File: src/rtl/core/assert_macros.svh
// ----------------------------------------------------------------------------
// Assertion macros
// Concurrent check helpers used by the core RTL. All checks sample on clk
// and are disabled while rst_n is low.
// ----------------------------------------------------------------------------
`ifndef ASSERT_MACROS_SVH
`define ASSERT_MACROS_SVH

`ifndef SYNTHESIS

// same-cycle implication
`define MPPR_ASSERT_IMP(label, ante, cons, msg) \
  label: assert property (@(posedge clk) disable iff (!rst_n) (ante) |-> (cons)) \
    else $error(msg);

// next-cycle implication
`define MPPR_ASSERT_NXT(label, ante, cons, msg) \
  label: assert property (@(posedge clk) disable iff (!rst_n) (ante) |=> (cons)) \
    else $error(msg);

`else

`define MPPR_ASSERT_IMP(label, ante, cons, msg)
`define MPPR_ASSERT_NXT(label, ante, cons, msg)

`endif

`endif

File: src/rtl/core/mppr_pkg.sv
// ----------------------------------------------------------------------------
// mppr_pkg
// Shared widths, codes and types of the midpoint parabola rasterizer.
// ----------------------------------------------------------------------------
`timescale 1ns / 1ps

package mppr_pkg;

  // fixed field widths
  localparam int FOCAL_W  = 10;
  localparam int LIMIT_W  = 11;
  localparam int COLOUR_W = 8;
  localparam int WALK_X_W = 24;
  localparam int WALK_Y_W = 12;
  localparam int DEC_W    = 24;

  // parameter defaults
  localparam int COORD_WIDTH_DEF = 12;
  localparam int OUT_WIDTH_DEF   = 16;

  // walker x stops here instead of wrapping
  localparam logic [WALK_X_W-1:0] WALK_X_MAX = {WALK_X_W{1'b1}};

  typedef enum logic {
    CMD_START = 1'b0,
    CMD_STEP  = 1'b1
  } cmd_t;

  // walker state
  typedef struct packed {
    logic                     busy;
    logic                     region_two;
    logic [WALK_X_W-1:0]      walk_x;
    logic [WALK_Y_W-1:0]      walk_y;
    logic signed [DEC_W-1:0]  decision;
  } walk_t;

  // curve shape latched on start
  typedef struct packed {
    logic [FOCAL_W-1:0] focal;
    logic               vertical;
    logic [LIMIT_W-1:0] limit;
  } curve_t;

  // result flags
  typedef struct packed {
    logic point_valid;
    logic last;
  } flags_t;

endpackage

File: src/rtl/core/midpoint_parabola_raster_core.sv
// ----------------------------------------------------------------------------
// midpoint_parabola_raster_core
// Midpoint rasterizer for y^2 = 4ax emitting mirrored point pairs.
// ----------------------------------------------------------------------------
// Usage:
//   Input stream: in_tuser selects the command (0 start, 1 step), in_tdata
//   carries the curve parameters. A start item latches vertex, focal distance,
//   orientation, limit and colour and produces no output item. Each step item
//   produces exactly one output item: a point pair, or an empty item with
//   tuser low and tlast high when no curve is active or the curve is done.
//   Output stream: out_tuser is the point-valid flag, out_tlast marks the
//   final pair of a curve.
//   Path: an accepted item sits in the input register, and a step's result
//   is registered in the output register once the output slot is free.
//   Throughput: one item per cycle unless the output stalls; the step is a
//   few adds and compares on registered walker state, so steps issue back to back.
//   Stalls: with out_tready low the output register holds its item; the input
//   register keeps accepting start items and holds a step until the output
//   frees up, so in_tready drops only when both are occupied.
//   Reset (rst_n low, synchronous): both registers empty, walker idle.
// ----------------------------------------------------------------------------
`timescale 1ns / 1ps
`include "assert_macros.svh"

module midpoint_parabola_raster_core #(
  parameter int COORD_WIDTH = mppr_pkg::COORD_WIDTH_DEF,
  parameter int OUT_WIDTH   = mppr_pkg::OUT_WIDTH_DEF
) (
  input  logic                      clk,
  input  logic                      rst_n,
  // input stream
  input  logic                      in_tvalid,
  output logic                      in_tready,
  // centre_x, centre_y, focal_a, vertical, x_limit, y_limit,
  // red_in, green_in, blue_in (lowest bits first), zero pad to bytes
  input  logic [((2*COORD_WIDTH + mppr_pkg::FOCAL_W + 1 + 2*mppr_pkg::LIMIT_W
                 + 3*mppr_pkg::COLOUR_W + 7) / 8) * 8 - 1:0] in_tdata,
  input  logic                      in_tuser,   // cmd
  // result stream
  output logic                      out_tvalid,
  input  logic                      out_tready,
  // first_px, first_py, second_px, second_py, red_out, green_out, blue_out
  // (lowest bits first), zero pad to bytes
  output logic [((4*OUT_WIDTH + 3*mppr_pkg::COLOUR_W + 7) / 8) * 8 - 1:0] out_tdata,
  output logic                      out_tuser,  // point_valid
  output logic                      out_tlast   // last
);

  localparam int CW  = COORD_WIDTH;
  localparam int FW  = mppr_pkg::FOCAL_W;
  localparam int LW  = mppr_pkg::LIMIT_W;
  localparam int KW  = mppr_pkg::COLOUR_W;
  localparam int DW  = mppr_pkg::DEC_W;

  localparam int IN_RAW_W   = 2*CW + FW + 1 + 2*LW + 3*KW;
  localparam int OUT_RAW_W  = 4*OUT_WIDTH + 3*KW;
  localparam int OUT_DATA_W = ((OUT_RAW_W + 7) / 8) * 8;

  localparam int CX_LSB = 0;
  localparam int CY_LSB = CX_LSB + CW;
  localparam int FA_LSB = CY_LSB + CW;
  localparam int VT_LSB = FA_LSB + FW;
  localparam int XL_LSB = VT_LSB + 1;
  localparam int YL_LSB = XL_LSB + LW;
  localparam int R_LSB  = YL_LSB + LW;
  localparam int G_LSB  = R_LSB + KW;
  localparam int B_LSB  = G_LSB + KW;

  // input register
  logic                  s1_v_r;
  mppr_pkg::cmd_t        s1_cmd_r;
  logic [IN_RAW_W-1:0]   s1_data_r;
  logic                  s1_go;

  // latched curve
  mppr_pkg::walk_t                walk_r;
  mppr_pkg::walk_t                walk_nxt;
  mppr_pkg::curve_t               curve_r;
  logic signed [CW-1:0]           held_cx_r;
  logic signed [CW-1:0]           held_cy_r;
  logic [KW-1:0]                  red_r;
  logic [KW-1:0]                  green_r;
  logic [KW-1:0]                  blue_r;

  // output register
  logic                  out_v_r;
  logic                  out_v_nxt;
  logic [OUT_RAW_W-1:0]  out_data_r;
  mppr_pkg::flags_t      out_flags_r;

  // step results
  mppr_pkg::walk_t               step_walk;
  mppr_pkg::flags_t              step_flags;
  logic signed [OUT_WIDTH-1:0]   step_fpx;
  logic signed [OUT_WIDTH-1:0]   step_fpy;
  logic signed [OUT_WIDTH-1:0]   step_spx;
  logic signed [OUT_WIDTH-1:0]   step_spy;
  logic [3*KW-1:0]               step_rgb;

  // start decode
  logic [FW-1:0]         s1_focal;
  logic                  s1_vertical;
  mppr_pkg::walk_t       start_walk;

  // handshake: a start never needs the output, a step needs a free slot
  always_comb begin
    s1_go     = s1_v_r && ((s1_cmd_r == mppr_pkg::CMD_START) || !out_v_r || out_tready);
    in_tready = !s1_v_r || s1_go;
  end

  always_ff @(posedge clk) begin
    if (!rst_n) begin
      s1_v_r <= 1'b0;
    end else if (in_tready) begin
      s1_v_r <= in_tvalid;
    end
  end

  always_ff @(posedge clk) begin
    if (in_tready && in_tvalid) begin
      s1_cmd_r  <= mppr_pkg::cmd_t'(in_tuser);
      s1_data_r <= in_tdata[IN_RAW_W-1:0];
    end
  end

  // walker after a start: x = y = 0, decision 1 - 2a
  always_comb begin
    s1_focal               = s1_data_r[FA_LSB +: FW];
    s1_vertical            = s1_data_r[VT_LSB];
    start_walk.busy        = 1'b1;
    start_walk.region_two  = 1'b0;
    start_walk.walk_x      = '0;
    start_walk.walk_y      = '0;
    start_walk.decision    = $signed(DW'(1)) - $signed({{(DW-FW-1){1'b0}}, s1_focal, 1'b0});
  end

  mppr_step #(
    .COORD_WIDTH (COORD_WIDTH),
    .OUT_WIDTH   (OUT_WIDTH)
  ) u_step (
    .walk_i      (walk_r),
    .curve_i     (curve_r),
    .centre_x_i  (held_cx_r),
    .centre_y_i  (held_cy_r),
    .walk_o      (step_walk),
    .flags_o     (step_flags),
    .first_px_o  (step_fpx),
    .first_py_o  (step_fpy),
    .second_px_o (step_spx),
    .second_py_o (step_spy)
  );

  always_comb begin
    walk_nxt = walk_r;
    if (s1_go) begin
      walk_nxt = (s1_cmd_r == mppr_pkg::CMD_START) ? start_walk : step_walk;
    end
  end

  always_ff @(posedge clk) begin
    if (!rst_n) begin
      walk_r <= '0;
    end else begin
      walk_r <= walk_nxt;
    end
  end

  // curve parameters latched on start
  always_ff @(posedge clk) begin
    if (s1_go && (s1_cmd_r == mppr_pkg::CMD_START)) begin
      held_cx_r        <= $signed(s1_data_r[CX_LSB +: CW]);
      held_cy_r        <= $signed(s1_data_r[CY_LSB +: CW]);
      curve_r.focal    <= s1_focal;
      curve_r.vertical <= s1_vertical;
      curve_r.limit    <= s1_vertical ? s1_data_r[XL_LSB +: LW] : s1_data_r[YL_LSB +: LW];
      red_r            <= s1_data_r[R_LSB +: KW];
      green_r          <= s1_data_r[G_LSB +: KW];
      blue_r           <= s1_data_r[B_LSB +: KW];
    end
  end

  // colour only rides along with a real pair
  assign step_rgb = step_flags.point_valid ? {blue_r, green_r, red_r} : '0;

  // output register
  always_comb begin
    out_v_nxt = out_v_r;
    if (s1_go && (s1_cmd_r == mppr_pkg::CMD_STEP)) begin
      out_v_nxt = 1'b1;
    end else if (out_tready) begin
      out_v_nxt = 1'b0;
    end
  end

  always_ff @(posedge clk) begin
    if (!rst_n) begin
      out_v_r <= 1'b0;
    end else begin
      out_v_r <= out_v_nxt;
    end
  end

  always_ff @(posedge clk) begin
    if (s1_go && (s1_cmd_r == mppr_pkg::CMD_STEP)) begin
      out_data_r  <= {step_rgb, step_spy, step_spx, step_fpy, step_fpx};
      out_flags_r <= step_flags;
    end
  end

  assign out_tvalid = out_v_r;
  assign out_tdata  = {{(OUT_DATA_W-OUT_RAW_W){1'b0}}, out_data_r};
  assign out_tuser  = out_flags_r.point_valid;
  assign out_tlast  = out_flags_r.last;

  // checks
  `MPPR_ASSERT_IMP(a_region_one_bound, walk_r.busy && !walk_r.region_two,
    walk_r.walk_y <= {1'b0, curve_r.focal, 1'b0}, "region one walked past 2a")
  `MPPR_ASSERT_IMP(a_region_two_floor, walk_r.region_two,
    walk_r.walk_y >= {1'b0, curve_r.focal, 1'b0}, "region two below 2a")
  `MPPR_ASSERT_NXT(a_step_result, s1_go && (s1_cmd_r == mppr_pkg::CMD_STEP),
    out_tvalid, "step item produced no result")
  `MPPR_ASSERT_IMP(a_empty_is_last, out_tvalid && !out_tuser,
    out_tlast, "empty result not marked last")

endmodule

File: src/rtl/core/mppr_step.sv
// ----------------------------------------------------------------------------
// mppr_step
// One midpoint step of the parabola walker: next walker state, the mirrored
// point pair with saturation, and the valid/last flags.
// ----------------------------------------------------------------------------
`timescale 1ns / 1ps

module mppr_step #(
  parameter int COORD_WIDTH = mppr_pkg::COORD_WIDTH_DEF,
  parameter int OUT_WIDTH   = mppr_pkg::OUT_WIDTH_DEF
) (
  input  mppr_pkg::walk_t                walk_i,
  input  mppr_pkg::curve_t               curve_i,
  input  logic signed [COORD_WIDTH-1:0]  centre_x_i,
  input  logic signed [COORD_WIDTH-1:0]  centre_y_i,
  output mppr_pkg::walk_t                walk_o,
  output mppr_pkg::flags_t               flags_o,
  output logic signed [OUT_WIDTH-1:0]    first_px_o,
  output logic signed [OUT_WIDTH-1:0]    first_py_o,
  output logic signed [OUT_WIDTH-1:0]    second_px_o,
  output logic signed [OUT_WIDTH-1:0]    second_py_o
);

  localparam int WX = mppr_pkg::WALK_X_W;
  localparam int WY = mppr_pkg::WALK_Y_W;
  localparam int DW = mppr_pkg::DEC_W;
  localparam int LW = mppr_pkg::LIMIT_W;
  localparam int FW = mppr_pkg::FOCAL_W;
  localparam int SUM_W = WX + 2;

  localparam logic signed [SUM_W-1:0] SAT_HI =
    SUM_W'((64'sd1 <<< (OUT_WIDTH - 1)) - 64'sd1);
  localparam logic signed [SUM_W-1:0] SAT_LO = -SAT_HI - SUM_W'(1);

  function automatic logic signed [OUT_WIDTH-1:0] sat_out(
    input logic signed [SUM_W-1:0] v
  );
    logic signed [OUT_WIDTH-1:0] r;
    if (v > SAT_HI) begin
      r = SAT_HI[OUT_WIDTH-1:0];
    end else if (v < SAT_LO) begin
      r = SAT_LO[OUT_WIDTH-1:0];
    end else begin
      r = v[OUT_WIDTH-1:0];
    end
    return r;
  endfunction

  logic [WY-1:0]           a2_y;      // 2a in walker y width
  logic signed [DW-1:0]    a2_d;
  logic signed [DW-1:0]    a4_d;
  logic [WY-1:0]           limit_y;
  logic [WY-1:0]           y1;
  logic                    r1_run;
  logic [WX-1:0]           x2;
  logic [WY-1:0]           y2;
  logic [WY-1:0]           y2p1;
  logic signed [DW-1:0]    d2;
  logic                    r2_run;
  logic                    have;
  logic                    more;
  mppr_pkg::walk_t         nxt;

  // constants of the current curve
  always_comb begin
    a2_y    = {1'b0, curve_i.focal, 1'b0};
    a2_d    = $signed({{(DW-FW-1){1'b0}}, curve_i.focal, 1'b0});
    a4_d    = $signed({{(DW-FW-2){1'b0}}, curve_i.focal, 2'b00});
    limit_y = {{(WY-LW){1'b0}}, curve_i.limit};
  end

  // region one candidate
  always_comb begin
    y1     = walk_i.walk_y + WY'(1);
    r1_run = !walk_i.region_two && (walk_i.walk_y < a2_y);
  end

  // region two base: either the running state or the entry point (a, 2a, -2a)
  always_comb begin
    if (walk_i.region_two) begin
      x2 = walk_i.walk_x;
      y2 = walk_i.walk_y;
      d2 = walk_i.decision;
    end else begin
      x2 = {{(WX-FW){1'b0}}, curve_i.focal};
      y2 = a2_y;
      d2 = -a2_d;
    end
    y2p1   = y2 + WY'(1);
    r2_run = (y2 < limit_y) && (x2 != mppr_pkg::WALK_X_MAX);
  end

  // next walker state
  always_comb begin
    nxt  = walk_i;
    have = 1'b0;
    if (walk_i.busy) begin
      if (r1_run) begin
        have       = 1'b1;
        nxt.walk_y = y1;
        if (walk_i.decision < 0) begin
          nxt.decision = walk_i.decision + $signed({{(DW-WY-1){1'b0}}, y1, 1'b1});
        end else begin
          nxt.walk_x   = walk_i.walk_x + WX'(1);
          nxt.decision = walk_i.decision + $signed({{(DW-WY-1){1'b0}}, y1, 1'b1})
                         - a4_d;
        end
      end else begin
        nxt.region_two = 1'b1;
        nxt.walk_x     = x2;
        nxt.walk_y     = y2;
        nxt.decision   = d2;
        if (r2_run) begin
          have       = 1'b1;
          nxt.walk_x = x2 + WX'(1);
          if (d2 > 0) begin
            nxt.decision = d2 - a4_d;
          end else begin
            nxt.walk_y   = y2p1;
            nxt.decision = d2 + $signed({{(DW-WY-1){1'b0}}, y2p1, 1'b0}) - a4_d;
          end
        end
      end
    end

    // does another pair follow this one
    if (!nxt.region_two) begin
      more = (nxt.walk_y < a2_y) || (a2_y < limit_y);
    end else begin
      more = (nxt.walk_y < limit_y) && (nxt.walk_x != mppr_pkg::WALK_X_MAX);
    end

    if (!have || !more) begin
      nxt.busy = 1'b0;
    end
  end

  assign walk_o              = nxt;
  assign flags_o.point_valid = have;
  assign flags_o.last        = !have || !more;

  // mirrored pair: x adder gets the axis the walker x runs along
  logic signed [SUM_W-1:0] base_x;
  logic signed [SUM_W-1:0] base_y;
  logic signed [SUM_W-1:0] pos_x;
  logic signed [SUM_W-1:0] pos_yp;
  logic signed [SUM_W-1:0] pos_ym;

  always_comb begin
    base_x = curve_i.vertical ? SUM_W'(centre_y_i) : SUM_W'(centre_x_i);
    base_y = curve_i.vertical ? SUM_W'(centre_x_i) : SUM_W'(centre_y_i);
    pos_x  = base_x + $signed({2'b00, nxt.walk_x});
    pos_yp = base_y + $signed({{(SUM_W-WY){1'b0}}, nxt.walk_y});
    pos_ym = base_y - $signed({{(SUM_W-WY){1'b0}}, nxt.walk_y});
  end

  always_comb begin
    first_px_o  = '0;
    first_py_o  = '0;
    second_px_o = '0;
    second_py_o = '0;
    if (have) begin
      if (curve_i.vertical) begin
        first_px_o  = sat_out(pos_yp);
        first_py_o  = sat_out(pos_x);
        second_px_o = sat_out(pos_ym);
        second_py_o = sat_out(pos_x);
      end else begin
        first_px_o  = sat_out(pos_x);
        first_py_o  = sat_out(pos_yp);
        second_px_o = sat_out(pos_x);
        second_py_o = sat_out(pos_ym);
      end
    end
  end

endmodule

File: config.mk
export PLATFORM = sky130hd
export DESIGN_NAME = midpoint_parabola_raster_core
export DESIGN_NICKNAME = d
export VERILOG_FILES = /design/src/rtl/core/mppr_pkg.sv /design/src/rtl/core/midpoint_parabola_raster_core.sv /design/src/rtl/core/mppr_step.sv
export VERILOG_INCLUDE_DIRS = /design/src /design/src/rtl/core
export SDC_FILE = /design/constraint.sdc
export NUM_CORES = 1
export LEC_CHECK = 0
export ABC_AREA = 1
export BUFFER_PORTS_ARGS = -buffer_cell sky130_fd_sc_hd__buf_2
export CORE_ASPECT_RATIO = 0.5
export CORE_UTILIZATION = 45
export CTS_BUF_LIST = sky130_fd_sc_hd__clkbuf_16
export CTS_CLUSTER_DIAMETER = 150
export DETAILED_ROUTE_END_ITERATION = 8
export PLACE_DENSITY = 0.7
export SYNTH_ARGS = -nofsm -noshare
export SYNTH_HDL_FRONTEND = slang
export SYNTH_SLANG_ARGS = --single-unit
File: constraint.sdc
create_clock -name clk -period 9.7 [get_ports clk]
set_clock_uncertainty 0.05 [all_clocks]
set_input_delay 0.97 -clock clk [delete_from_list [all_inputs] [get_ports clk]]
set_output_delay 0.97 -clock clk [all_outputs]
set_load 0.03 [all_outputs]
Word-level counts from Yosys, hierarchy flattened
Index checks and enable logic that the tools add are counted.

storage, ports and cells
  register bits after elaboration = 306
  input bits = 93
  output and inout bits = 92
  word-level logic and storage cells = 104

cells by class
  add/sub/neg operators = 14
  magnitude comparators = 13
  eq/ne operators = 4
  multiplexer cells = 32
  bitwise gates (word level) = 1
  reductions and logical operators = 20

operators by type and width
  cell                                                                            number
  16-bit two-way mux                                                              10
  24-bit two-way mux                                                              5
  60-bit two-way mux                                                              2
  26-bit by 16-bit > comparator with 1-bit output, second input constant          3
  26-bit by 16-bit less-than comparator with 1-bit output, second input constant  3
  24-bit by 13-bit subtractor with 24-bit output                                  3
  62-bit two-way mux                                                              1
  61-bit two-way mux                                                              1
  26-bit two-way mux                                                              2
  24-bit by 1-bit adder with 24-bit output, second input constant                 2
  24-bit by 14-bit adder with 24-bit output                                       2
  12-bit by 11-bit less-than comparator with 1-bit output                         4
  24-bit != test, second input constant                                           2
  26-bit by 13-bit adder with 26-bit output                                       1
  26-bit by 25-bit adder with 26-bit output                                       1
  26-bit by 13-bit subtractor with 26-bit output                                  1
  12-bit by 1-bit adder with 12-bit output, second input constant                 2
  24-bit by 1-bit > comparator with 1-bit output, second input constant           1
  24-bit by 1-bit less-than comparator with 1-bit output, second input constant   1
  12-bit two-way mux                                                              2
  11-bit negator with 24-bit output                                               1
  1-bit by 11-bit subtractor with 12-bit output, first input constant             1
  11-bit less-than comparator                                                     1
  11-bit two-way mux                                                              1
  other kinds (8)                                                                 31

Longest topological paths before layout
Gate-level depths: netlist of run 1.

  word-level depth = 15
  gate-level depth with buffers = 47
  depth with buffers taken out = 45

By module
A second synthesis of run 1 with hierarchy kept.

unflattened totals
  cells, all modules = 3,083
  area total of the unflattened synthesis = 23,328.6 µm²

modules (own cells, without submodules)
  module                         times used  cells each  area each (µm²)  seq. area each (µm²)
  mppr_step                      1           2,424       13,090.1         0.0
  midpoint_parabola_raster_core  1           659         10,238.6         8,548.2

Worst setup path after synthesis of run 1
OpenSTA, ideal clock, no wires.

  path kind = register -> register
  from = reg curve_r[13] (netlist name)
  to = reg out_data_r[52] (netlist: out_tdata[52]) (data pin)
  setup time = 0.270 ns
  arrival time = 5.597 ns
  data required time = 9.380 ns
  path slack = 3.783 ns
  stages on the path, launching flop included = 42
  path buffers = 3
  period minus slack after synthesis = 5.917 ns
  path through = edfxtp_1 inv_1 ha_1 inv_1 nor2_1 nand2_1 nor2_1 nand2_1 nor3_1 a21oi_1 inv_1 ha_1 nand3_1 nor2_1 nand3_1 nor2_1 nand2_1 nor2_1 [... 6 more ...] nor2_1 o221ai_1 o21ai_1 inv_2 ha_1 nor2_1 nand3_1 o21ai_0 a21oi_1 o21bai_1 a21oi_1 o21bai_1 nand2_1 nor2_1 clkbuf_1 o21ai_0 nand2_1 a21oi_1

between the ends
  word-level cells in the longest chain between the ends = 12
  elaborated cells between the ends (all ways) = 30
  those cells by class = add/sub (5); order compare (7); eq/ne (1); mux (15); reduce/logical (2)

ends and longest elaborated chain
  element                                                  RTL line                              source
  start: declaration                                       midpoint_parabola_raster_core.sv:78   mppr_pkg::curve_t curve_r;
  11-bit negator with 24-bit output                        mppr_step.sv:87                       d2 = -a2_d;
  24-bit two-way mux                                       mppr_step.sv:80                       if (walk_i.region_two) begin
  24-bit by 1-bit > comparator with 1-bit output           mppr_step.sv:116                      if (d2 > 0) begin
  12-bit two-way mux                                       mppr_step.sv:116
  60-bit two-way mux                                       mppr_step.sv:113                      if (r2_run) begin
  60-bit two-way mux                                       mppr_step.sv:98                       if (r1_run) begin
  61-bit two-way mux                                       mppr_step.sv:97                       if (walk_i.busy) begin
  26-bit by 13-bit subtractor with 26-bit output           mppr_step.sv:154                      pos_ym = base_y - $signed({{(SUM_W-WY){1'b0}}, nxt.walk_y});
  26-bit by 16-bit less-than comparator with 1-bit output  mppr_step.sv:41                       end else if (v < SAT_LO) begin
  16-bit two-way mux                                       mppr_step.sv:41
  16-bit two-way mux                                       mppr_step.sv:39                       if (v > SAT_HI) begin
  16-bit two-way mux                                       mppr_step.sv:163                      if (curve_i.vertical) begin
  end signal: assignment                                   midpoint_parabola_raster_core.sv:205  out_data_r <= {step_rgb, step_spy, step_spx, step_fpy, step_fpx};
  end: declaration                                         midpoint_parabola_raster_core.sv:88   logic [OUT_RAW_W-1:0] out_data_r;

Parallel ways exist; a longest one is shown, timed or not. The select of a mux whose other input is x is not followed.
A chain may end at the register's enable or synchronous reset.

Final worst setup path of run 1
  from = reg curve_r[12] (netlist name)
  to = reg out_data_r[22] (netlist: out_tdata[22]) (data pin)

between the ends
  word-level cells in the longest chain between the ends = 12
  elaborated cells between the ends (all ways) = 30
  those cells by class = add/sub (5); order compare (7); eq/ne (1); mux (15); reduce/logical (2)

ends and longest elaborated chain
  element                                                  RTL line          source
  11-bit negator with 24-bit output                        mppr_step.sv:87
  24-bit two-way mux                                       mppr_step.sv:80
  24-bit by 1-bit > comparator with 1-bit output           mppr_step.sv:116
  12-bit two-way mux                                       mppr_step.sv:116
  60-bit two-way mux                                       mppr_step.sv:113
  60-bit two-way mux                                       mppr_step.sv:98
  61-bit two-way mux                                       mppr_step.sv:97
  26-bit by 13-bit adder with 26-bit output                mppr_step.sv:153  pos_yp = base_y + $signed({{(SUM_W-WY){1'b0}}, nxt.walk_y});
  26-bit by 16-bit less-than comparator with 1-bit output  mppr_step.sv:41
  16-bit two-way mux                                       mppr_step.sv:41
  16-bit two-way mux                                       mppr_step.sv:39
  16-bit two-way mux                                       mppr_step.sv:163

Parallel ways exist; a longest one is shown, timed or not. The select of a mux whose other input is x is not followed.

==> qor.txt, run 1 <==
CTS clk-pin slew, worst paths - 0.07 ns
hold buffers post-CTS - 0
Final ANT Viol Nets - 0
switching power share of the total - 32.5%
ANT cells - 0
Total Nets Final - 3358
Pins Over Slew Limit - 0
GRT overflow - 0
die area - 51600 sq um
GR Util All Layers - 24.6%
post-synth top area share - 31.9%
Post-Syn Instances - 2942
RSZ-0062 raised after global routing - no
Via Count - 20509
final worst-path cycle share - 84.0%
IO Pins - 185
Peak VDD IR - 0.150 mV
syn nets - 3226
core area - 49200 sq um
initial antenna violation count - 0
final worst slack - 1.55 ns
CP Capture Type - flop
FILL cells - 4638
largest net degree at the start of global routing - 89
CTS max path bufs - 3
Worst path max stage delay - 0.59 ns
CTS tree - yes
Initial Util - 46.3%
Post-route DRC - 0
Int Power - 2.33 mW
Worst-Margin Slew - 0.994 ns
TNS Setup - 0 ns
ys async rst share - 0%
Critical Path AT - 8.40 ns
Detailed Place HPWL - 49000 um
drt total wl - 64900 um
Worst Path Max Fanout - 13
most frequent cells in the layout - nand2_1 (717), inv_1 (343), a21oi_1 (324)
Unique masters post-synth - 67
post-place setup slack - 1.84 ns
most common cell after layout, fill and taps aside - nand2_1
vias in the first global route - 18856
post-CTS sizing - 0
I/O Buffers - 177
Final setup viols - 0
Slew headroom - 33.7%
initial drt markers - 2087
hold crit path type - flop to flop
CTS Buf Count - 29
Most Frequent Cell on Critical Path - nand2_1
Reg2Reg Setup Slack - 1.55 ns
startpoint class of the critical path - flop
post-layout min period - 8.15 ns
WL per Instance - 17.3 um
Comb power frac - 23.7%
synth top area cells - edfxtp_1 (32%), nand2_1 (12%), ha_1 (9.6%), a21oi_1 (7.1%), inv_1 (5.6%)
Vert. Die Dim - 161 um
Clock Latency Late Sink - 0.60 ns
synthesis warning total - 0
CTS H-Tree Depth - 1
router iterations before antenna repair - 7
Primary FF master, synth - edfxtp_1
DIE WIDTH - 320 um
WS Path Type - flop to flop
Reg power frac - 43.8%
FP Rows - 57
syn avg cell area - 7.74 sq um
Sink Count - 306
sw power - 1.12 mW
post-synthesis register bit count - 306
final hold vios - 0
Clock power frac - 32.4%
synthesis-to-finish area growth - 10.1%
Power Dens Cells - 137 nW/um^2
Synth area leader - edfxtp_1
Synth Cell Area - 22800 sq um
share of layout cells above drive strength 1 - 10.6%
Max Cap Viol - 0
GPL Wtd Cong - 0.998
global-route wire length before repair - 102000 um
Worst Path Required - 9.96 ns
outcome - complete, no violations
LEAKAGE - 11.2 nW
CTS Root Cell - clkbuf_16
Multi-input gate area - 12400 sq um
setup repair bufs after CTS - 0
EDFF count, synth - 242
Avg Vias per Cell - 5.48
Seq/Total Area, Yosys - 37.5%
Max Fclk - 123 MHz
CP max stage cell - edfxtp_1
FF+latch area - 8550 sq um
stage by stage:
| step | utilization (%) | cell area, sq um | total power, mW | instances | hold slack [ns] |
|---|---|---|---|---|---|
| final | 51.0 | 25100 | 3.45 | 3745 | 0.358 |
| after global placement | 49.1 | 24200 | 2.33 | 3692 | 0.350 |
| after detailed placement | 49.1 | 24200 | 2.34 | 3692 | 0.355 |
| after floorplan | - | 22800 | 2.12 | 2942 | 0.350 |
| after CTS | 51.0 | 25100 | 3.46 | 3745 | 0.351 |
| after global routing | 51.0 | 25100 | 3.61 | 3745 | 0.362 |
critical path: cells and delay by family, from the launching register on:
kind	cells	cell delay, ns
simple gates	23	3.05
compound gates	11	2.06
buf+inv	8	1.44
fa+ha+maj	3	0.66
flops	1	0.59
registers in the layout, indices dropped and copies added, names as in the netlist, 8 cells and up:
signal and cells:
held_cx_r 12, out_tdata 88, blue_r 8, held_cy_r 12
walk_r 62, curve_r 22, s1_data_r 81, red_r 8
green_r 8
logic make-up after synthesis:
| group | synth area share, % |
|---|---|
| AOI/OAI and AO/OA | 16.0 |
| adders and majority gates | 11.1 |
| buffers and inverters | 8.19 |
| xor gates and xnor gates | 5.03 |
| muxes | 0.544 |
| and+or+nand+nor | 21.6 |
| DFF | 37.5 |
power by group through the flow:
stage	Clock, mW	Combinational (mW)	Sequential [mW]
3_3_place_gp	0	0.789	1.54
2_1_floorplan	0	0.569	1.56
3_5_place_dp	0	0.800	1.54
5_1_grt	1.19	0.909	1.52
6_report	1.12	0.817	1.51
4_1_cts	1.14	0.806	1.51
metal layers:
| metal | share of wire (%) | global-route usage [%] |
|---|---|---|
| met5 | 0 | 0 |
| met4 | 1.8 | 5.02 |
| met3 | 7.9 | 2.81 |
| met2 | 44 | 39.7 |
| met1 | 46 | 35.7 |
final timing paths:
| kind | startpoint | end | cells past startpoint |
|---|---|---|---|
| worst max-delay path | curve_r[12] | out_tdata[22] | 45 |
| worst min-delay path | s1_data_r[14] | held_cy_r[2] | 0 |
| worst max register to register | curve_r[12] | out_tdata[22] | 45 |
| worst min register to register | s1_data_r[14] | held_cy_r[2] | 0 |
cells in the mapped netlist, types with 12 or more instances:
library cell,number
dfxtp_1,64
o21ai_1,35
nand4_1,34
a21oi_1,324
inv_2,14
fa_1,17
clkbuf_1,63
nand2_2,12
nand3_1,138
ha_1,174
xnor2_1,37
o211ai_1,26
xor2_1,92
o21ai_0,177
nand2_1,717
edfxtp_1,242
nor2_1,222
inv_1,342
a31oi_1,13
nor3_1,28
buf_2,16
cell type report:
cell class	instances	share of cell area (%)
clock buffer	29	2.89
clock inverter	24	0.728
inverter	362	5.44
multi-input combinational	2172	49.3
sequential	306	34.1
tap	649	3.24
timing repair buffer	203	4.31
Power figures use the tool's default switching activity.
==> inputs of run 2 (changes only) <==
--- a/config.mk
+++ b/config.mk
@@ -13,7 +13,7 @@
 export CTS_BUF_LIST = sky130_fd_sc_hd__clkbuf_16
 export CTS_CLUSTER_DIAMETER = 150
 export DETAILED_ROUTE_END_ITERATION = 8
-export PLACE_DENSITY = 0.7
+export PLACE_DENSITY = 0.72
 export SYNTH_ARGS = -nofsm -noshare
 export SYNTH_HDL_FRONTEND = slang
 export SYNTH_SLANG_ARGS = --single-unit
==> constraint.sdc (replaced) <==
create_clock -name clk -period 6.7 [get_ports clk]
set_clock_uncertainty 0.05 [all_clocks]
set_input_delay 0.67 -clock clk [delete_from_list [all_inputs] [get_ports clk]]
set_output_delay 0.67 -clock clk [all_outputs]
set_load 0.03 [all_outputs]
==> qor.txt, run 2 (synthesis gave the netlist of run 1 again) <==
hold_sp - in_tdata[73]
Detailed Place HPWL - 50600 um (+3.2%)
FF-to-FF Start - curve_r[16]
CTS max path bufs - 3 (unchanged)
Post-route DRC - 0 (unchanged)
Core Util, Final - 52.2% (+1.2 points)
Layout Cells excl Fill - 3801 (+1.5%)
Placed Area - 24600 sq um (+1.7%)
I/O Buffers - 177 (unchanged)
total chip power - 5.16 mW (+50%)
Total Nets Final - 3413 (+1.6%)
R2R Path End - out_tdata[6]
Slew headroom - 38.7% (+5.0 points)
CP max stage cell - clkinv_1
R2R depth - 34 (-24%)
CP Capture Type - flop
global-route wire length before repair - 104000 um (+1.6%)
Sink Count - 306 (unchanged)
Clock Latency Late Sink - 0.60 ns (about the same)
sw power - 1.64 mW (+47%)
Worst path max stage delay - 0.56 ns (-0.03 ns)
Pins Over Slew Limit - 0 (unchanged)
most common cell after layout, fill and taps aside - nand2_1
CTS H-Tree Depth - 1 (unchanged)
Critical Path AT - 6.69 ns (-1.71 ns)
router iterations before antenna repair - 6 (-1)
final worst-path cycle share - 94.1% (+10 points)
Comb power frac - 24.1% (+0.4 points)
CTS Root Cell - clkbuf_16
Clock power frac - 33.5% (+1.1 points)
GRT overflow - 0 (unchanged)
hold crit path type - input port to flop
DIE WIDTH - 320 um (unchanged)
IO Pins - 185 (unchanged)
WS Path Type - flop to flop
Final setup viols - 0 (unchanged)
CTS clk-pin slew, worst paths - 0.07 ns (about the same)
Int Power - 3.52 mW (+51%)
Initial Util - 46.3% (unchanged)
die area - 51600 sq um (unchanged)
hold buffers post-CTS - 0 (unchanged)
Avg Vias per Cell - 5.48 (+0.12%)
GPL Wtd Cong - 0.992 (-0.56%)
Via Count - 20841 (+1.6%)
final worst slack - 0.394 ns (-1.16 ns)
startpoint class of the critical path - flop
Reg power frac - 42.4% (-1.4 points)
initial drt markers - 1994 (-4.5%)
max reg flops - 88 (unchanged)
FP Rows - 57 (unchanged)
CTS Buf Count - 29 (unchanged)
outcome - complete, no violations
CTS tree - yes
Worst-Margin Slew - 0.920 ns (-0.0744 ns)
final hold vios - 0 (unchanged)
Post-Place Cells - 3746 (+1.5%)
Reg2Reg Setup Slack - 0.39 ns (-1.16 ns)
initial antenna violation count - 0 (unchanged)
WL per Instance - 17.3 um (about the same)
core area - 49200 sq um (unchanged)
Peak VDD IR - 0.212 mV (+41%)
Most Frequent Cell on Critical Path - nand2_1
post-layout min period - 6.31 ns (-1.84 ns)
switching power share of the total - 31.8% (-0.67 points)
Final ANT Viol Nets - 0 (unchanged)
Vert. Die Dim - 161 um (unchanged)
ANT cells - 0 (unchanged)
hold depth - 1 (+1)
LEAKAGE - 11.6 nW (+2.8%)
Max Fclk - 159 MHz (+29%)
post-place setup slack - 0.132 ns (-1.71 ns)
Worst Path Required - 7.08 ns (-2.88 ns)
Worst Path Max Fanout - 19 (+6)
most frequent cells in the layout - nand2_1 (713), inv_1 (341), a21oi_1 (317)
hold endpoint - s1_data_r[73]
GR Util All Layers - 25.1% (+0.44 points)
largest net degree at the start of global routing - 89 (unchanged)
drt total wl - 65900 um (+1.6%)
Max Cap Viol - 0 (unchanged)
Power Dens Cells - 201 nW/um^2 (+46%)
vias in the first global route - 19688 (+4.4%)
share of layout cells above drive strength 1 - 12.9% (+2.3 points)
synthesis-to-finish area growth - 12.8%
design area - 25700 sq um (+2.4%)
-- run 2: power by group through the flow --
| stage | clock network [mW] | logic (mW) | registers, mW |
|---|---|---|---|
| 4_1_cts | 1.75 | 1.20 | 2.19 |
| 6_report | 1.73 | 1.24 | 2.19 |
| 3_5_place_dp | 0 | 1.19 | 2.23 |
| 5_1_grt | 1.82 | 1.38 | 2.19 |
| 3_3_place_gp | 0 | 1.18 | 2.22 |
| 2_1_floorplan | 0 | 0.823 | 2.25 |
-- run 2: routing by layer --
| layer | up-vias | share of wire [%] | wire length (um) | GRT usage [%] |
|---|---|---|---|---|
| met2 | 784 | 44 | 29200 | 40.8 |
| met3 | 121 | 8.4 | 5520 | 4.20 |
| met4 | 0 | 2.9 | 1900 | 7.20 |
| li1 | 10266 | - | - | - |
| met1 | 9670 | 44 | 29300 | 34.5 |
| met5 | - | 0 | 0 | 0 |
-- run 2: repair_timing --
item	4_1_cts	5_1_grt
setup buffers	0	1
endpoints found under the setup margin	0	60
resized for setup	0	39
-- run 2: layout make-up --
class	instances	area (sq um)
Timing Repair Buffer	258	1510
Inverter	362	1370
Clock inverter	25	259
Tap cell	649	812
Fill cell	4589	23500
Sequential cell	306	8550
Clock buffer	29	726
Multi-Input combinational cell	2172	12500
-- run 2: critical path, delay by kind of cell (launching register included) --
kind                     cells  cell delay [ns]
XOR/XNOR                     1             0.28
buffers and inverters        7             1.65
flip-flops                   1             0.55
AND/OR/NAND/NOR             15             1.54
adder cells (fa/ha/maj)      2             0.68
AO/OA/AOI/OAI                9             1.40
-- run 2: stage by stage --
stage	setup TNS (ns)	hold slack, ns
2_1_floorplan	0	0.350
3_3_place_gp	0	0.350
3_5_place_dp	0	0.355
4_1_cts	0	0.177
5_1_grt	-0.0136	0.179
6_report	0	0.198
-- run 2: worst max path at each step --
stage | from | endpoint | slack (ns) | depth (start not counted)
after floorplan | curve_r[13] | out_tdata[52] | 0.78 | 41
after global placement | curve_r[13] | out_tdata[10] | 0.16 | 43
after detailed placement | curve_r[12] | out_tdata[19] | 0.13 | 43
after CTS | curve_r[12] | out_tdata[19] | 0.06 | 43
after global routing | curve_r[12] | out_tdata[48] | -0.009 | 41
final | curve_r[16] | out_tdata[6] | 0.39 | 34
==> inputs of run 3 (changes only) <==
--- a/config.mk
+++ b/config.mk
@@ -8,9 +8,8 @@
 export LEC_CHECK = 0
 export ABC_AREA = 1
 export BUFFER_PORTS_ARGS = -buffer_cell sky130_fd_sc_hd__buf_2
-export CORE_ASPECT_RATIO = 0.5
 export CORE_UTILIZATION = 45
-export CTS_BUF_LIST = sky130_fd_sc_hd__clkbuf_16
+export CTS_BUF_LIST = sky130_fd_sc_hd__clkbuf_8
 export CTS_CLUSTER_DIAMETER = 150
 export DETAILED_ROUTE_END_ITERATION = 8
 export PLACE_DENSITY = 0.72
==> qor.txt, run 3 (synthesis gave the netlist of run 1 again) <==
GR Util All Layers - 25.6% (+0.47 points)
max reg flops - 88 (unchanged)
Worst Path Required - 6.99 ns (-0.09 ns)
CP delay by family, top - compound AO/OA/AOI/OAI gates
final worst-path cycle share - 93.9% (-0.19 points)
largest net degree at the start of global routing - 83 (-6.7%)
LEAKAGE - 11.6 nW (+0.69%)
initial drt markers - 2319 (+16%)
drt total wl - 66100 um (+0.27%)
routing usage on met3 - 4.50% (+0.30 points)
CTS clk-pin slew, worst paths - 0.07 ns (about the same)
FP Rows - 82 (+44%)
Power Dens Cells - 204 nW/um^2 (+1.6%)
Most Frequent Cell on Critical Path - a21oi_1
Avg Vias per Cell - 5.42 (-1.1%)
Via Count - 20920 (+0.38%)
Placed Area - 24500 sq um (-0.42%)
CTS Buf Count - 53 (+83%)
CTS Root Cell - clkbuf_8
Clock Latency Late Sink - 0.67 ns (+0.07 ns)
GRT met1 Usage - 35.1% (+0.68 points)
IO Pins - 185 (unchanged)
Vert. Die Dim - 227 um (+41%)
met2 usage - 40.6% (-0.20 points)
GPL Wtd Cong - 0.981 (-1.1%)
outcome - complete, no violations
router iterations before antenna repair - 5 (-1)
Final ANT Viol Nets - 0 (unchanged)
most frequent cells in the layout - nand2_1 (715), inv_1 (353), a21oi_1 (320)
I/O Buffers - 177 (unchanged)
Total Nets Final - 3425 (+0.35%)
worst hold margin - 0.136 ns (-0.0626 ns)
FILL cells - 4846 (+5.6%)
CP max stage cell - dfxtp_2
Max Fclk - 159 MHz (+0.20%)
Max Cap Viol - 0 (unchanged)
Final setup viols - 0 (unchanged)
Initial Util - 45.5% (-0.79 points)
Worst-Margin Slew - 1.08 ns (+0.155 ns)
final hold vios - 0 (unchanged)
WS Path Type - flop to flop
CTS max path bufs - 3 (unchanged)
Detailed Place HPWL - 50500 um (-0.17%)
vias in the first global route - 19115 (-2.9%)
Sink Count - 306 (unchanged)
Slew headroom - 28.3% (-10 points)
Post-route DRC - 0 (unchanged)
post-layout min period - 6.29 ns (-0.0124 ns)
startpoint class of the critical path - flop
Peak VDD IR - 0.176 mV (-17%)
DIE WIDTH - 227 um (-29%)
CP Capture Type - flop
Worst Path Max Fanout - 30 (+11)
core area - 50100 sq um (+1.7%)
design area - 25800 sq um (+0.36%)
TNS Setup - 0 ns (unchanged)
initial antenna violation count - 2 (+2)
WL per Instance - 17.1 um (-1.2%)
total chip power - 5.26 mW (+1.9%)
synthesis-to-finish area growth - 13.2%
GRT overflow - 0 (unchanged)
share of layout cells above drive strength 1 - 13.5% (+0.59 points)
die area - 51500 sq um (-0.11%)
Pins Over Slew Limit - 0 (unchanged)
Worst path max stage delay - 0.47 ns (-0.09 ns)
CTS tree - yes
hold crit path type - input port to flop
CTS H-Tree Depth - 2 (+1)
global-route wire length before repair - 103000 um (-0.45%)
Critical Path AT - 6.58 ns (-0.11 ns)
Top Usage Layer GRT - met2
number of buffer and inverter stages on the critical path - 5 (-2)
most common cell after layout, fill and taps aside - nand2_1
==> run 3: cell count changes in the layout (fill, tap and decap cells not counted), sizes merged <==
cell / previous run / this run
buf: 258 / 245
clkinvlp: 4 / 5
clkbuf: 29 / 53
clkinv: 15 / 23
nor2: 226 / 227
inv: 364 / 373
diode: 0 / 3
bufinv: 4 / 6
==> run 3: area by class of cell <==
cell class / instances / area (sq um) / share of cell area [%]
antenna: 3 / 7.51 / 0.0291
timing repair buffer: 245 / 1400 / 5.43
inverter: 362 / 1370 / 5.30
clock inverter: 45 / 384 / 1.49
clock buffer: 53 / 729 / 2.83
multi-input combinational: 2173 / 12500 / 48.5
sequential: 306 / 8550 / 33.2
tap: 672 / 841 / 3.26
==> run 3: worst reg2reg max path, delay by kind of cell (launching register included) <==
family                   cells  cell delay (ns)
AO/OA/AOI/OAI               13             2.70
AND/OR/NAND/NOR              8             1.08
adder cells (fa/ha/maj)      2             0.74
buffers and inverters        5             0.71
flip-flops                   1             0.47
XOR/XNOR                     1             0.22
==> run 3: layer usage <==
layer | wire length, um | part of all wire, %
met1 | 28600 | 43
met2 | 29800 | 45
met3 | 5650 | 8.6
met4 | 2070 | 3.1
met5 | 0 | 0
==> run 3: power by group <==
part | total, mW | internal [mW] | switching (mW)
clock | 1.81 | 0.986 | 0.826
combinational | 1.26 | 0.412 | 0.848
sequential | 2.19 | 2.14 | 0.0433
==> run 3: path summary, 6_finish.rpt <==
check	from	endpoint	slack, ns	cells after the start
hold reg to reg	s1_data_r[15]	held_cy_r[3]	0.36	0
hold / removal	in_tdata[28]	s1_data_r[28]	0.14	1
setup reg to reg	walk_r[60]	out_tdata[21]	0.41	29
setup / recovery	walk_r[60]	out_tdata[21]	0.41	29
==> run 3: repair_timing <==
action / in CTS / in global routing
setup endpoints to repair: 2 / 62
endpoints found under the hold margin: 0 / 0
gates resized for setup: 1 / 46
gates cloned: 0 / 1
buffers inserted: 0 / 4
hold buffers: 0 / 0
pin swaps: 0 / 4
==> run 3: through the flow <==
| step | cells | worst slack (ns) | util (%) |
|---|---|---|---|
| 2_1_floorplan | 2942 | 0.783 | - |
| 3_3_place_gp | 3753 | 0.119 | 48.9 |
| 3_5_place_dp | 3753 | 0.0404 | 48.9 |
| 4_1_cts | 3851 | 0.112 | 51.2 |
| 5_1_grt | 3858 | -0.0400 | 51.5 |
| 6_report | 3859 | 0.407 | 51.5 |
